===== config.mk =====
export PLATFORM = sky130hd
export DESIGN_NAME = normalized_gradient_search
export DESIGN_NICKNAME = d
export VERILOG_FILES = /design/src/hw/rtl/ngs_pkg.sv /design/src/hw/rtl/ngs_div.sv /design/src/hw/rtl/ngs_sqrt.sv /design/src/hw/rtl/ngs_mul.sv /design/src/hw/rtl/normalized_gradient_search.sv
export SDC_FILE = /design/constraint.sdc
export NUM_CORES = 2
export LEC_CHECK = 0
export BUFFER_PORTS_ARGS = -buffer_cell sky130_fd_sc_hd__buf_2
export CELL_PAD_IN_SITES_DETAIL_PLACEMENT = 2
export CELL_PAD_IN_SITES_GLOBAL_PLACEMENT = 2
export CORE_UTILIZATION = 37
export CTS_CLUSTER_SIZE = 30
export DETAILED_ROUTE_END_ITERATION = 10
export GPL_TIMING_DRIVEN = 0
export PLACE_DENSITY = 0.78
export SYNTH_ARGS = -nofsm -noshare
export SYNTH_HDL_FRONTEND = slang
export SYNTH_HIERARCHICAL = 1
export SYNTH_SLANG_ARGS = --single-unit

===== constraint.sdc =====
create_clock -name clk -period 6.7 [get_ports clk]
set_input_delay 0.335 -clock clk [delete_from_list [all_inputs] [get_ports clk]]
set_output_delay 0.335 -clock clk [all_outputs]
set_load 0.1 [all_outputs]

===== src/hw/rtl/ngs_pkg.sv =====
`default_nettype none
package ngs_pkg;

  localparam int MaxChannelsDef = 4;

  typedef enum logic [1:0] {
    CMD_APPLY   = 2'd0,
    CMD_REQUEST = 2'd1,
    CMD_REPORT  = 2'd2,
    CMD_DONE    = 2'd3
  } cmd_t;

  localparam logic OP_START = 1'b0;
  localparam logic OP_MEAS  = 1'b1;

  localparam logic [2:0] REG_SENSOR = 3'd0;
  localparam logic [2:0] REG_COUNT  = 3'd1;
  localparam logic [2:0] REG_MAP    = 3'd2;
  localparam logic [2:0] REG_STEP   = 3'd3;
  localparam logic [2:0] REG_INIT   = 3'd4;
  localparam logic [2:0] REG_ITER   = 3'd5;

  typedef struct packed {
    logic               operation;
    logic signed [31:0] measurement;
  } in_item_t;

  typedef struct packed {
    logic [1:0]         command;
    logic [6:0]         channel_number;
    logic signed [31:0] control_value;
    logic signed [31:0] slope;
    logic [30:0]        correction;
    logic               last;
  } out_item_t;

  // request to the serial divider
  typedef struct packed {
    logic        start;
    logic [63:0] dividend;
    logic [63:0] divisor;
  } div_req_t;

  typedef struct packed {
    logic        done;
    logic [63:0] quotient;
  } div_rsp_t;

  function automatic logic signed [31:0] sat32(input logic signed [65:0] v);
    if (v > 66'sd2147483647) return 32'sh7fffffff;
    if (v < -66'sd2147483648) return 32'sh80000000;
    return v[31:0];
  endfunction

endpackage
`default_nettype wire


===== src/hw/rtl/ngs_div.sv =====
`default_nettype none
// Restoring divider, one quotient bit per cycle, unsigned 64/64.
module ngs_div (
  input  wire logic             clk,
  input  wire logic             rst_n,
  input  wire ngs_pkg::div_req_t req,
  output ngs_pkg::div_rsp_t     rsp
);
  import ngs_pkg::*;

  logic [63:0] quo_r, quo_nxt;
  logic [64:0] rem_r, rem_nxt;
  logic [63:0] den_r, den_nxt;
  logic [6:0]  cnt_r, cnt_nxt;
  logic        busy_r, busy_nxt;
  logic        done_r, done_nxt;
  logic [64:0] trial;

  always_comb begin
    quo_nxt  = quo_r;
    rem_nxt  = rem_r;
    den_nxt  = den_r;
    cnt_nxt  = cnt_r;
    busy_nxt = busy_r;
    done_nxt = 1'b0;
    trial    = {rem_r[63:0], quo_r[63]};
    if (req.start) begin
      quo_nxt  = req.dividend;
      rem_nxt  = '0;
      den_nxt  = req.divisor;
      cnt_nxt  = 7'd0;
      busy_nxt = 1'b1;
    end else if (busy_r) begin
      if (trial >= {1'b0, den_r}) begin
        rem_nxt = trial - {1'b0, den_r};
        quo_nxt = {quo_r[62:0], 1'b1};
      end else begin
        rem_nxt = trial;
        quo_nxt = {quo_r[62:0], 1'b0};
      end
      cnt_nxt = cnt_r + 7'd1;
      if (cnt_r == 7'd63) begin
        busy_nxt = 1'b0;
        done_nxt = 1'b1;
      end
    end
  end

  always_ff @(posedge clk) begin
    if (!rst_n) begin
      busy_r <= 1'b0;
      done_r <= 1'b0;
      cnt_r  <= '0;
    end else begin
      busy_r <= busy_nxt;
      done_r <= done_nxt;
      cnt_r  <= cnt_nxt;
    end
    quo_r <= quo_nxt;
    rem_r <= rem_nxt;
    den_r <= den_nxt;
  end

  assign rsp.done     = done_r;
  assign rsp.quotient = quo_r;
endmodule
`default_nettype wire


===== src/hw/rtl/ngs_sqrt.sv =====
`default_nettype none
// Digit-by-digit square root, two radicand bits per cycle.
module ngs_sqrt (
  input  wire logic        clk,
  input  wire logic        rst_n,
  input  wire logic        start,
  input  wire logic [63:0] radicand,
  output logic             done,
  output logic [31:0]      root
);
  import ngs_pkg::*;

  logic [63:0] rad_r, rad_nxt;
  logic [33:0] rem_r, rem_nxt;
  logic [31:0] root_r, root_nxt;
  logic [4:0]  cnt_r, cnt_nxt;
  logic        busy_r, busy_nxt;
  logic        done_r, done_nxt;
  logic [33:0] tr, tsub;

  always_comb begin
    rad_nxt  = rad_r;
    rem_nxt  = rem_r;
    root_nxt = root_r;
    cnt_nxt  = cnt_r;
    busy_nxt = busy_r;
    done_nxt = 1'b0;
    tr   = {rem_r[31:0], rad_r[63:62]};
    tsub = {root_r, 2'b01};
    if (start) begin
      rad_nxt  = radicand;
      rem_nxt  = '0;
      root_nxt = '0;
      cnt_nxt  = '0;
      busy_nxt = 1'b1;
    end else if (busy_r) begin
      rad_nxt = {rad_r[61:0], 2'b00};
      if (tr >= tsub) begin
        rem_nxt  = tr - tsub;
        root_nxt = {root_r[30:0], 1'b1};
      end else begin
        rem_nxt  = tr;
        root_nxt = {root_r[30:0], 1'b0};
      end
      cnt_nxt = cnt_r + 5'd1;
      if (cnt_r == 5'd31) begin
        busy_nxt = 1'b0;
        done_nxt = 1'b1;
      end
    end
  end

  always_ff @(posedge clk) begin
    if (!rst_n) begin
      busy_r <= 1'b0;
      done_r <= 1'b0;
      cnt_r  <= '0;
    end else begin
      busy_r <= busy_nxt;
      done_r <= done_nxt;
      cnt_r  <= cnt_nxt;
    end
    rad_r  <= rad_nxt;
    rem_r  <= rem_nxt;
    root_r <= root_nxt;
  end

  assign done = done_r;
  assign root = root_r;
endmodule
`default_nettype wire


===== src/hw/rtl/ngs_mul.sv =====
`default_nettype none
// Shift-add signed multiplier, 32x32 -> 64, one multiplier bit per cycle.
module ngs_mul (
  input  wire logic               clk,
  input  wire logic               rst_n,
  input  wire logic               start,
  input  wire logic signed [31:0] a,
  input  wire logic signed [31:0] b,
  output logic                    done,
  output logic signed [63:0]      product
);
  import ngs_pkg::*;

  logic signed [63:0] acc_r, acc_nxt;
  logic signed [63:0] mc_r, mc_nxt;
  logic [31:0]        mp_r, mp_nxt;
  logic [4:0]         cnt_r, cnt_nxt;
  logic               busy_r, busy_nxt;
  logic               done_r, done_nxt;

  always_comb begin
    acc_nxt  = acc_r;
    mc_nxt   = mc_r;
    mp_nxt   = mp_r;
    cnt_nxt  = cnt_r;
    busy_nxt = busy_r;
    done_nxt = 1'b0;
    if (start) begin
      acc_nxt  = '0;
      mc_nxt   = 64'(a);
      mp_nxt   = b;
      cnt_nxt  = '0;
      busy_nxt = 1'b1;
    end else if (busy_r) begin
      // top multiplier bit carries negative weight
      if (mp_r[0]) begin
        if (cnt_r == 5'd31) acc_nxt = acc_r - mc_r;
        else                acc_nxt = acc_r + mc_r;
      end
      mc_nxt  = mc_r <<< 1;
      mp_nxt  = {1'b0, mp_r[31:1]};
      cnt_nxt = cnt_r + 5'd1;
      if (cnt_r == 5'd31) begin
        busy_nxt = 1'b0;
        done_nxt = 1'b1;
      end
    end
  end

  always_ff @(posedge clk) begin
    if (!rst_n) begin
      busy_r <= 1'b0;
      done_r <= 1'b0;
      cnt_r  <= '0;
    end else begin
      busy_r <= busy_nxt;
      done_r <= done_nxt;
      cnt_r  <= cnt_nxt;
    end
    acc_r <= acc_nxt;
    mc_r  <= mc_nxt;
    mp_r  <= mp_nxt;
  end

  assign done    = done_r;
  assign product = acc_r;
endmodule
`default_nettype wire


===== src/hw/rtl/normalized_gradient_search.sv =====
`default_nettype none
// Extremum-seeking controller over up to MAX_CHANNELS control channels, Q16.16.
// A start item or a measurement item produces up to MAX_CHANNELS+2 result items
// (a measurement while idle produces none). Apply/request items go out one per
// cycle while out_stall is low; in_stall stays high until the last one is taken.
// A start or a first reading goes to output without the serial units. A second
// reading runs the bit-serial divider (not for a zero step) and squarer; on the
// last channel the square root, the correction divide (not for a zero root) and
// one serial multiply per channel follow.
module normalized_gradient_search #(
  parameter int MAX_CHANNELS = ngs_pkg::MaxChannelsDef
) (
  input  wire logic              clk,
  input  wire logic              rst_n,
  input  wire logic              in_valid,
  output logic                   in_stall,
  input  wire ngs_pkg::in_item_t in_data,
  output logic                   out_valid,
  input  wire logic              out_stall,
  output ngs_pkg::out_item_t     out_data,
  input  wire logic              cfg_we,
  input  wire logic [2:0]        cfg_index,
  input  wire logic [63:0]       cfg_data
);
  import ngs_pkg::*;

  localparam int IW = (MAX_CHANNELS > 1) ? $clog2(MAX_CHANNELS) : 1;
  localparam int CW = $clog2(MAX_CHANNELS + 1);

  typedef enum logic [10:0] {
    S_IDLE   = 11'b00000000001,
    S_EMIT   = 11'b00000000010,
    S_DIV    = 11'b00000000100,
    S_SQ     = 11'b00000001000,
    S_SQRT   = 11'b00000010000,
    S_CDIV   = 11'b00000100000,
    S_UPD    = 11'b00001000000,
    S_UPDW   = 11'b00010000000,
    S_REP    = 11'b00100000000,
    S_BEGIN  = 11'b01000000000,
    S_WAITO  = 11'b10000000000
  } state_t;

  typedef enum logic [2:0] {
    PH_IDLE   = 3'b001,
    PH_FIRST  = 3'b010,
    PH_SECOND = 3'b100
  } phase_t;

  // emit program: which pair/single to send
  typedef enum logic [2:0] {
    E_APPLY_U  = 3'b001,
    E_APPLY_UD = 3'b010,
    E_DONE     = 3'b100
  } emit_t;

  logic [6:0]  sensor_r;
  logic [2:0]  count_r;
  logic [7:0]  map_r;
  logic [30:0] step_r;
  logic [63:0] init_r;
  logic [15:0] iter_r;

  state_t state_r, state_nxt;
  phase_t phase_r, phase_nxt;
  emit_t  emit_r, emit_nxt;
  logic   esub_r, esub_nxt;

  logic signed [31:0] ctl_r [MAX_CHANNELS];
  logic signed [31:0] ctl_nxt [MAX_CHANNELS];
  logic signed [31:0] slp_r [MAX_CHANNELS];
  logic signed [31:0] slp_nxt [MAX_CHANNELS];
  logic signed [31:0] first_r, first_nxt;
  logic [63:0]  sum_r, sum_nxt;
  logic [IW-1:0] idx_r, idx_nxt;
  logic [IW-1:0] k_r, k_nxt;
  logic [15:0]  done_r, done_nxt;
  logic [30:0]  corr_r, corr_nxt;
  logic         neg_r, neg_nxt;
  logic         finish_r, finish_nxt;

  logic       ov_r, ov_nxt;
  out_item_t  od_r, od_nxt;

  div_req_t dreq;
  div_rsp_t drsp;
  logic     sq_start, sqrt_start, sqrt_done, mul_done;
  logic [31:0] root;
  logic signed [31:0] ma, mb;
  logic signed [63:0] prod;

  logic [CW-1:0] active;
  logic [IW-1:0] last_idx;
  logic          accept;
  logic signed [32:0] diff;
  logic [32:0] mag;
  logic [63:0] q;
  logic signed [65:0] d_s;
  logic [64:0] sum_w;

  ngs_div u_div (.clk(clk), .rst_n(rst_n), .req(dreq), .rsp(drsp));
  ngs_sqrt u_sqrt (.clk(clk), .rst_n(rst_n), .start(sqrt_start), .radicand(sum_r),
                   .done(sqrt_done), .root(root));
  ngs_mul u_mul (.clk(clk), .rst_n(rst_n), .start(sq_start), .a(ma), .b(mb),
                 .done(mul_done), .product(prod));

  function automatic logic [6:0] chan_of(input logic [7:0] m, input logic [1:0] i);
    return 7'd7 + {5'd0, m[2*i +: 2]};
  endfunction

  always_comb begin
    if (count_r == 3'd0) active = CW'(1);
    else if ({29'd0, count_r} > 32'(MAX_CHANNELS)) active = CW'(MAX_CHANNELS);
    else active = CW'(count_r);
  end
  assign last_idx = IW'(active - CW'(1));

  assign in_stall = (state_r != S_IDLE) || ov_r;
  assign accept   = in_valid && !in_stall;
  assign out_valid = ov_r;
  assign out_data  = od_r;

  always_comb begin
    diff = 33'(in_data.measurement) - 33'(first_r);
    mag  = diff[32] ? 33'(-diff) : diff;
  end

  always_comb begin
    state_nxt = state_r;
    phase_nxt = phase_r;
    emit_nxt  = emit_r;
    esub_nxt  = esub_r;
    for (int i = 0; i < MAX_CHANNELS; i++) begin
      ctl_nxt[i] = ctl_r[i];
      slp_nxt[i] = slp_r[i];
    end
    first_nxt  = first_r;
    sum_nxt    = sum_r;
    idx_nxt    = idx_r;
    k_nxt      = k_r;
    done_nxt   = done_r;
    corr_nxt   = corr_r;
    neg_nxt    = neg_r;
    finish_nxt = finish_r;
    ov_nxt     = ov_r && out_stall;
    od_nxt     = od_r;
    dreq       = '0;
    sq_start   = 1'b0;
    sqrt_start = 1'b0;
    ma         = '0;
    mb         = '0;
    q          = drsp.quotient;
    d_s        = '0;
    sum_w      = '0;
    case (state_r)
      S_IDLE: begin
        if (accept) begin
          if (in_data.operation == OP_START) begin
            // Q8.8 start value, sign-extended to Q16.16
            for (int i = 0; i < MAX_CHANNELS; i++) begin
              ctl_nxt[i] = {{8{init_r[16*(i%4) + 15]}}, init_r[16*(i%4) +: 16], 8'd0};
            end
            done_nxt  = '0;
            state_nxt = S_BEGIN;
          end else if (phase_r == PH_FIRST) begin
            first_nxt = in_data.measurement;
            emit_nxt  = E_APPLY_UD;
            esub_nxt  = 1'b0;
            finish_nxt = 1'b1;
            phase_nxt = PH_SECOND;
            state_nxt = S_EMIT;
          end else if (phase_r == PH_SECOND) begin
            neg_nxt = diff[32];
            if (step_r == '0) begin
              slp_nxt[idx_r] = '0;
              state_nxt = S_SQ;
              sq_start  = 1'b1;
              ma = '0;
              mb = '0;
            end else begin
              dreq.start    = 1'b1;
              dreq.dividend = {15'd0, mag, 16'd0};
              dreq.divisor  = {33'd0, step_r};
              state_nxt     = S_DIV;
            end
          end
        end
      end
      S_DIV: begin
        if (drsp.done) begin
          d_s = neg_r ? -$signed({2'b00, q}) : $signed({2'b00, q});
          slp_nxt[idx_r] = sat32(d_s);
          ma = sat32(d_s);
          mb = sat32(d_s);
          sq_start  = 1'b1;
          state_nxt = S_SQ;
        end
      end
      S_SQ: begin
        if (mul_done) begin
          sum_w = {1'b0, sum_r} + {1'b0, prod};
          sum_nxt = sum_w[64] ? '1 : sum_w[63:0];
          if (idx_r < last_idx) begin
            idx_nxt    = idx_r + IW'(1);
            emit_nxt   = E_APPLY_U;
            esub_nxt   = 1'b0;
            finish_nxt = 1'b1;
            phase_nxt  = PH_FIRST;
            state_nxt  = S_EMIT;
          end else begin
            state_nxt = S_SQRT;
          end
        end
      end
      S_SQRT: begin
        // start on entry, then wait
        if (!sqrt_done && !finish_r) begin
          sqrt_start = 1'b1;
          finish_nxt = 1'b1;
        end else if (sqrt_done) begin
          finish_nxt = 1'b0;
          if (root == '0) begin
            corr_nxt  = '0;
            k_nxt     = '0;
            state_nxt = S_UPD;
          end else begin
            dreq.start    = 1'b1;
            dreq.dividend = {17'd0, step_r, 16'd0};
            dreq.divisor  = {32'd0, root};
            state_nxt     = S_CDIV;
          end
        end
      end
      S_CDIV: begin
        if (drsp.done) begin
          corr_nxt  = (q > 64'h7fffffff) ? 31'h7fffffff : q[30:0];
          k_nxt     = '0;
          state_nxt = S_UPD;
        end
      end
      S_UPD: begin
        ma = {1'b0, corr_r};
        mb = slp_r[k_r];
        sq_start  = 1'b1;
        state_nxt = S_UPDW;
      end
      S_UPDW: begin
        if (mul_done) begin
          // floor division by 65536 is an arithmetic shift
          d_s = 66'(prod >>> 16);
          ctl_nxt[k_r] = sat32(66'(ctl_r[k_r]) + d_s);
          state_nxt = S_REP;
        end
      end
      S_REP: begin
        if (!ov_r || !out_stall) begin
          ov_nxt = 1'b1;
          od_nxt.command        = CMD_REPORT;
          od_nxt.channel_number = chan_of(map_r, 2'(k_r));
          od_nxt.control_value  = ctl_r[k_r];
          od_nxt.slope          = slp_r[k_r];
          od_nxt.correction     = corr_r;
          od_nxt.last           = 1'b0;
          if (k_r == idx_r) begin
            done_nxt  = done_r + 16'd1;
            state_nxt = S_BEGIN;
          end else begin
            k_nxt     = k_r + IW'(1);
            state_nxt = S_UPD;
          end
        end
      end
      S_BEGIN: begin
        idx_nxt    = '0;
        sum_nxt    = '0;
        esub_nxt   = 1'b0;
        finish_nxt = 1'b1;
        if (done_r >= iter_r) begin
          emit_nxt  = E_DONE;
          phase_nxt = PH_IDLE;
        end else begin
          emit_nxt  = E_APPLY_U;
          phase_nxt = PH_FIRST;
        end
        state_nxt = S_EMIT;
      end
      S_EMIT: begin
        if (!ov_r || !out_stall) begin
          ov_nxt = 1'b1;
          od_nxt = '0;
          if (emit_r == E_DONE) begin
            od_nxt.command = CMD_DONE;
            od_nxt.last    = 1'b1;
            state_nxt      = S_WAITO;
          end else if (!esub_r) begin
            od_nxt.command        = CMD_APPLY;
            od_nxt.channel_number = chan_of(map_r, 2'(idx_r));
            od_nxt.control_value  = (emit_r == E_APPLY_UD) ?
                sat32(66'(ctl_r[idx_r]) + 66'(step_r)) : ctl_r[idx_r];
            esub_nxt = 1'b1;
          end else begin
            od_nxt.command        = CMD_REQUEST;
            od_nxt.channel_number = sensor_r;
            od_nxt.last           = 1'b1;
            state_nxt             = S_WAITO;
          end
        end
      end
      S_WAITO: begin
        finish_nxt = 1'b0;
        if (!ov_r || !out_stall) state_nxt = S_IDLE;
      end
      default: state_nxt = S_IDLE;
    endcase
  end

  always_ff @(posedge clk) begin
    if (!rst_n) begin
      state_r  <= S_IDLE;
      phase_r  <= PH_IDLE;
      ov_r     <= 1'b0;
      sensor_r <= 7'd1;
      count_r  <= 3'd1;
      map_r    <= 8'd0;
      step_r   <= 31'd65536;
      init_r   <= '0;
      iter_r   <= 16'd1;
      first_r  <= '0;
      sum_r    <= '0;
      idx_r    <= '0;
      done_r   <= '0;
      finish_r <= 1'b0;
    end else begin
      state_r  <= state_nxt;
      phase_r  <= phase_nxt;
      ov_r     <= ov_nxt;
      first_r  <= first_nxt;
      sum_r    <= sum_nxt;
      idx_r    <= idx_nxt;
      done_r   <= done_nxt;
      finish_r <= finish_nxt;
      if (cfg_we) begin
        case (cfg_index)
          REG_SENSOR: sensor_r <= cfg_data[6:0];
          REG_COUNT:  count_r  <= cfg_data[2:0];
          REG_MAP:    map_r    <= cfg_data[7:0];
          REG_STEP:   step_r   <= cfg_data[30:0];
          REG_INIT:   init_r   <= cfg_data;
          REG_ITER:   iter_r   <= cfg_data[15:0];
          default: ;
        endcase
      end
    end
    emit_r <= emit_nxt;
    esub_r <= esub_nxt;
    k_r    <= k_nxt;
    corr_r <= corr_nxt;
    neg_r  <= neg_nxt;
    od_r   <= od_nxt;
    for (int i = 0; i < MAX_CHANNELS; i++) begin
      ctl_r[i] <= ctl_nxt[i];
      slp_r[i] <= slp_nxt[i];
    end
  end
endmodule
`default_nettype wire


Yosys cells after proc, flatten, opt, wreduce, memory -nomap -nowiden
Memories as Yosys holds them, arrays and structs flattened. A register that Yosys moved wholly into a read port is not among the register bits.
Cells that the tools add are included.
{"block": "word_totals", "reg_bits": 905, "latch_bits": 0, "ramBits": 256, "mem_bits_ro": 0, "input_bits": 105, "out_inout_bits": 107, "wordCells": 388, "n_memories": 2}
{"block": "classes", "n_addsub": 19, "n_mul": 0, "div_mod_pow": 0, "n_lt_le_gt_ge": 16, "eq_ne": 46, "shifts": 2, "n_mux": 198, "bitwise_logic": 9, "reduce_logical": 53}
{"memory": "ctl_r", "depth": 4, "word_bits": 32, "rd": 6, "rd_ports_with_merged_regs": 2, "write_ports": 4, "line_no": "normalized_gradient_search.sv:69", "source": "logic signed [31:0] ctl_r [MAX_CHANNELS];"}
{"memory": "slp_r", "depth": 4, "word_bits": 32, "rd": 5, "rd_ports_with_merged_regs": 1, "write_ports": 4, "line_no": "normalized_gradient_search.sv:71", "source": "logic signed [31:0] slp_r [MAX_CHANNELS];"}
{"op": "$mux W128", "count": 9}
{"op": "$mux W129", "count": 8}
{"op": "$mux W32", "count": 24}
{"op": "$mux W64", "count": 10}
{"op": "$pmux W128 S2", "count": 2}
{"op": "$pmux W129 S2", "count": 1}
{"op": "$bwmux W128", "count": 2}
{"op": "$mux W105", "count": 2}
{"op": "$pmux W105 S2", "count": 1}
{"op": "$mux W11", "count": 15}
{"op": "$mux W31", "count": 5}
{"op": "$and A128 B128 Y128", "count": 1}
{"op": "$demux W32 S2", "count": 2}
{"op": "$not A128 Y128", "count": 1}
{"op": "$pmux W32 S2", "count": 2}
{"op": "$pmux W64 S2", "count": 1}
{"op": "$sub A64 B64 Y64", "count": 2}
{"op": "$pmux W11 S11", "count": 1}
{"op": "$gt A66 B32 Y1 const B", "count": 1}
{"op": "$lt A66 B32 Y1 const B", "count": 1}
{"op": "$mux W66", "count": 1}
{"op": "$neg A64 Y66", "count": 1}
{"op": "$add A64 B64 Y65", "count": 1}
{"op": "$ge A65 B64 Y1", "count": 1}
{"op": "other kinds (88)", "count": 248}

Logic depth before layout (Yosys ltp)
{"block": "depth", "ltp_word": 19, "depth_mapped": 24, "depth_no_buf": 23}

Cells and area by module
The synthesis kept the hierarchy.
{"mod": "normalized_gradient_search", "n_inst": 1, "cells_each": 5051, "area_per_inst_um2": 44810.5, "seq_area_each_um2": 17216.5}
{"mod": "ngs_div", "n_inst": 1, "cells_each": 1224, "area_per_inst_um2": 11972.7, "seq_area_each_um2": 5305.1}
{"mod": "ngs_mul", "n_inst": 1, "cells_each": 1319, "area_per_inst_um2": 11674.9, "seq_area_each_um2": 4304.1}
{"mod": "ngs_sqrt", "n_inst": 1, "cells_each": 746, "area_per_inst_um2": 7509.7, "seq_area_each_um2": 3343.2}

Worst setup path after synthesis
Ideal clock, no wire load.
{"block": "synth_timing", "kind": "reg2reg", "start": "register state_r[1]", "end": "register od_r (netlist bit out_data[100]) (enable)", "setup_ps": 601, "arrival_time_ps": 6566, "required_ps": 6099, "slack_ps": -467, "stages_incl_launch_ff": 7, "n_path_buf": 0, "synth_period_minus_slack_ps": 7167, "path_cell_list": "dfxtp_1 nor4_1 nand2_1 or3_1 nor3b_1 nor2_1 a21oi_1"}
{"block": "synth_via", "elab_chain_len": 3, "word_cells_on_any_way": 6, "classes_between": "eq/ne (4); reduce/logical (2)"}
{"element": "from (decl)", "line_no": "normalized_gradient_search.sv:64", "source": "state_t state_r, state_nxt;"}
{"element": "from (signal assigned)", "line_no": "normalized_gradient_search.sv:334", "source": "state_r <= state_nxt;"}
{"element": "$eq A11 B9 Y1 / $eq A11 B2 Y1 (equally long branches)", "line_no": "normalized_gradient_search.sv:155", "source": "case (state_r)"}
{"element": "$ne A2 B2 Y1 (no line) / $reduce_bool A2 Y1 (equally long branches)"}
{"element": "$reduce_and A3 Y1 (no line) (*)"}
{"element": "to (signal assigned)", "line_no": "normalized_gradient_search.sv:359", "source": "od_r <= od_nxt;"}
{"element": "to (decl)", "line_no": "normalized_gradient_search.sv:83", "source": "out_item_t od_r, od_nxt;"}
Mark *: on every way between the ends. The rest lies on a longest branch, timed or not.
A chain may end at the register's enable or synchronous reset.

Worst setup path in the final report
{"block": "layout_timing", "start": "register u_div.quo_r[0]", "end": "register u_mul.mc_r[27], data pin"}
{"block": "layout_via", "elab_chain_len": 12, "word_cells_on_any_way": 17, "classes_between": "add/sub (1); order compare (2); mux (14)"}
{"element": "from (decl)", "line_no": "ngs_div.sv:11", "source": "logic [63:0] quo_r, quo_nxt;"}
{"element": "from (signal assigned)", "line_no": "ngs_div.sv:59", "source": "quo_r <= quo_nxt;"}
{"element": "$neg A64 Y66", "line_no": "normalized_gradient_search.sv:191", "source": "d_s = neg_r ? -$signed({2'b00, q}) : $signed({2'b00, q});"}
{"element": "$mux W66 (*)", "line_no": "normalized_gradient_search.sv:191"}
{"element": "$lt A66 B32 Y1", "line_no": "ngs_pkg.sv:51", "source": "if (v < -66'sd2147483648) return 32'sh80000000;"}
{"element": "$mux W1 (2 in a row)", "line_no": "ngs_pkg.sv:51"}
{"element": "$mux W1", "line_no": "normalized_gradient_search.sv:190", "source": "if (drsp.done) begin"}
{"element": "$mux W1", "line_no": "normalized_gradient_search.sv:155"}
{"element": "$mux W32", "line_no": "ngs_pkg.sv:52", "source": "return v[31:0];"}
{"element": "$mux W32 (*)", "line_no": "ngs_pkg.sv:51"}
{"element": "$mux W32 (*)", "line_no": "normalized_gradient_search.sv:190"}
{"element": "$pmux W32 S2 (*)", "line_no": "normalized_gradient_search.sv:155"}
{"element": "named net ma[27]", "line_no": "normalized_gradient_search.sv:89", "source": "logic signed [31:0] ma, mb;"}
{"element": "$mux W64 (*)", "line_no": "ngs_mul.sv:28", "source": "if (start) begin"}
{"element": "named net u_mul.mc_nxt[27]", "line_no": "ngs_mul.sv:15", "source": "logic signed [63:0] mc_r, mc_nxt;"}
{"element": "to (signal assigned)", "line_no": "ngs_mul.sv:61", "source": "mc_r <= mc_nxt;"}
{"element": "to (decl)", "line_no": "ngs_mul.sv:15"}
The timed path passes the listed nets; every way through them passes the cells marked *. The select of a mux whose other input is x is not followed.

==> results.toml <==
[outcome]
status = "complete, no violations"

[logic_synthesis]
synth_top_area_cell = "edfxtp_1"
syn_avg_cell_area_um2 = 9.11
yosysWarnings = 6
yosysUniqueCellTypes = 117
ys_seq_elements = 1164
syn_area_um2 = 76000
synthArstFlopShare_pct = 0
synth_flop_cell = "edfxtp_1"
synth_edf_count = 686
syn_inst = 8340
synth.top_cell.area_share_pct = 27.1
ys_top_cells_by_area = "edfxtp_1 27%, dfxtp_1 13%, ha_1 6.1%"
synth_seq_area_share_pct = 39.7

[routing]
vias = 71700
viasPerCell = 6.13
drt_iter0_drc = 6184
ant_nets = 0
first_pass_iters = 6
wl_per_cell_um = 29.3
totalWireLength_um = 342000
drc = 0

[setup_path]
start_kind = "flip-flop"
path_max_fanout = 10
endpoint_kind = "flip-flop"
required_ns = 7.34
path_class = "reg2reg"
cp.arrival_ns = 7.26

[grt]
grt_pass1_vias = 76200
grt-busiest-layer = "met2"
grt_use_total_pct = 32.2
use_met1_pct = 43.0
grt-ovfl-total = 0
antenna_found_initial = 24
grt_use_met2_pct = 52.2
grt_max_degree = 61
grt_pass1_wl_um = 504000
use_met3_pct = 4.18

[sta]
finalHoldViolations = 0
worst_slew_pin_slew_ns = 1.41
skew_ns = 0.0354
slew_violations = 0
rsz0062_at_grt = "true"
fin_crit_sh_pct = 98.8
fmax_mhz = 151
slew_headroom_pct = 5.75
setup-violations-final = 0
timing.final.crit_period_ns = 6.62

[pwr]
vdd_ir_drop_max_mv = 0.297
clock_power_share_pct = 32.5
power_frac_seq_pct = 34.9
switchingPower_mw = 9.82
p_comb_share_pct = 32.6
swShare_pct = 38.9
p_leak_nw = 33.3
power.density_nw_per_um2 = 289
intPower_mw = 15.4

[final_layout]
drive_above_1_share_pct = 11.3
nets = 9376
ff_latch_area_um2 = 30200
multi_input_area_um2 = 43000
utilization_pct = 43.0
final_area_um2 = 87500
fillers = 22100
area.growth.synth_to_final_pct = 15.1

[clocking]
clockRootBuffer = "clkbuf_16"
cts-buffers-inserted = 147
cts_tree = "done"
htreeDepth = 4
cts.sinks = 1164
clk_pin_slew_worst_paths_ns = 0.07
cts_buffer_depth = 3
worstSkewPairLatency_ns = 0.83

[floorplan]
coreArea_um2 = 203000
rows = 165
ios = 212
die_h_um = 455
die_width_um = 455
initial_utilization_pct = 37.4
die_area_um2 = 207000

[run]
cap_violations = 0

[placed_design]
port_buffers = 210
routabilityCongestion = 0.947
dp_hpwl_um = 261000
placed_area_um2 = 81100

[hold_path]
hp-class = "in2reg"
-- layout by cell type (no fill, tap or decap), types with 185 or more instances in the layout --
master	instances
xnor2_1	253
o21ai_0	436
clkbuf_1	389
mux2_2	185
dfxtp_1	478
nor2_1	631
a21o_1	241
inv_1	342
ha_1	372
o211ai_1	186
edfxtp_1	686
a21oi_1	589
buf_2	241
nand2_1	1155
-- metal layers --
layer | up-vias | routed length [um]
li1 | 31600 | -
met1 | 37000 | 150000
met2 | 2453 | 157000
met3 | 633 | 19200
met4 | 6 | 15800
met5 | - | 45
-- final cells by class --
type                    instances  share of cell area (%)
repair buffers                344                    2.96
inverters                     344                    1.48
multi-input cells            6406                    49.2
clock buffers                 195                    4.65
clock inverters                76                   0.884
plain buffers                 486                    2.49
flip-flops and latches       1164                    34.5
well taps                    2672                    3.82
diodes                          5                  0.0143
-- worst paths after layout --
kind                       startpoint                       end  slack (ns)  depth (start not counted)
max          u_div/quo_r[0]$_DFFE_PP_  u_mul/mc_r[27]$_DFFE_PP_        0.08                         19
min                            cfg_we    init_r[3]$_SDFFE_PN0P_        0.07                          5
max reg2reg  u_div/quo_r[0]$_DFFE_PP_  u_mul/mc_r[27]$_DFFE_PP_        0.08                         19
min reg2reg  first_r[24]$_SDFFE_PN0P_  first_r[24]$_SDFFE_PN0P_        0.47                          2
-- power groups by stage --
stage	clock, mW	sequential, mW	combinational [mW]
finish	8.21	8.81	8.24
global route	8.52	8.83	8.81
CTS	8.28	8.77	8.04
detailed placement	0	8.91	7.81
global placement	0	8.89	7.43
floorplan	0	8.91	5.06
-- Yosys cell counts, types with 23 or more instances --
library cell	count
xor2_1	183
clkbuf_1	374
buf_2	31
or3_1	54
buf_1	38
mux2_2	185
o22ai_1	26
a211o_1	23
nor3_1	131
mux4_2	100
mux2i_1	64
nor2_1	635
nor4_1	69
o31ai_1	74
a21oi_1	596
ha_1	372
o21a_1	62
xnor2_1	253
nand3_1	153
a311oi_1	30
dfxtp_1	478
edfxtp_1	686
o21ai_0	439
or2_2	44
a21o_1	241
a21boi_0	185
a22o_1	71
nand4_1	111
inv_1	343
or4_1	29
o21bai_1	79
nor2b_1	52
and3_1	69
nand2_1	1156
and2_1	120
nand2b_1	54
o211ai_1	186
a31oi_1	70
a211oi_1	74
-- worst max-delay path, cell delays in order (launching register included) --
cell	delay [ns]
edfxtp_1	0.48
inv_1	0.21
ha_1	0.22
or4b_2	0.68
or4_1	0.50
or4_1	0.42
clkbuf_1	0.24
buf_2	0.29
o41ai_2	0.39
xor2_1	0.16
or2_2	0.31
or4_1	0.56
nor4_4	0.30
buf_4	0.21
o21ai_0	0.20
clkbuf_2	0.29
clkbuf_2	0.30
o211ai_1	0.44
nand2_1	0.10
o21ai_0	0.13
-- per-stage QoR --
| step | setup slack (ns) | TNS, ns | instances | hold WS, ns | power (mW) |
|---|---|---|---|---|---|
| 2_1_floorplan | 1.20 | 0 | 8402 | 0.439 | 14.0 |
| 3_3_place_gp | -2.95 | -645.48 | 11300 | 0.447 | 16.3 |
| 3_5_place_dp | -2.57 | -278.27 | 11300 | 0.459 | 16.7 |
| 4_1_cts | 0.000643 | 0 | 11700 | 0.00363 | 25.1 |
| 5_1_grt | -0.00427 | -0.00427 | 11700 | 0.0922 | 26.2 |
| 6_report | 0.0826 | 0 | 11700 | 0.0677 | 25.3 |
-- repair_timing --
action	in CTS	in global routing
setup buffers	3	11
endpoints found under the setup margin	246	297
resized for setup	61	49
cloned	0	0
pin swaps	3	6
hold buffers	100	0
hold endpoints to repair	163	0
-- cells by family (layout without fill, tap and decap cells) --
| group | Yosys count | after routing | synth area share (%) |
|---|---|---|---|
| buf+inv | 832 | 1445 | 4.49 |
| other cells | 1 | 68 | 0.00494 |
| simple gates | 2787 | 2787 | 17.1 |
| flops | 1164 | 1164 | 39.7 |
| compound gates | 2393 | 2393 | 20.8 |
| fa+ha+maj | 378 | 378 | 6.29 |
| xor+xnor | 436 | 436 | 5.03 |
| mux | 349 | 349 | 6.55 |
(Power assumes the default switching activity.)
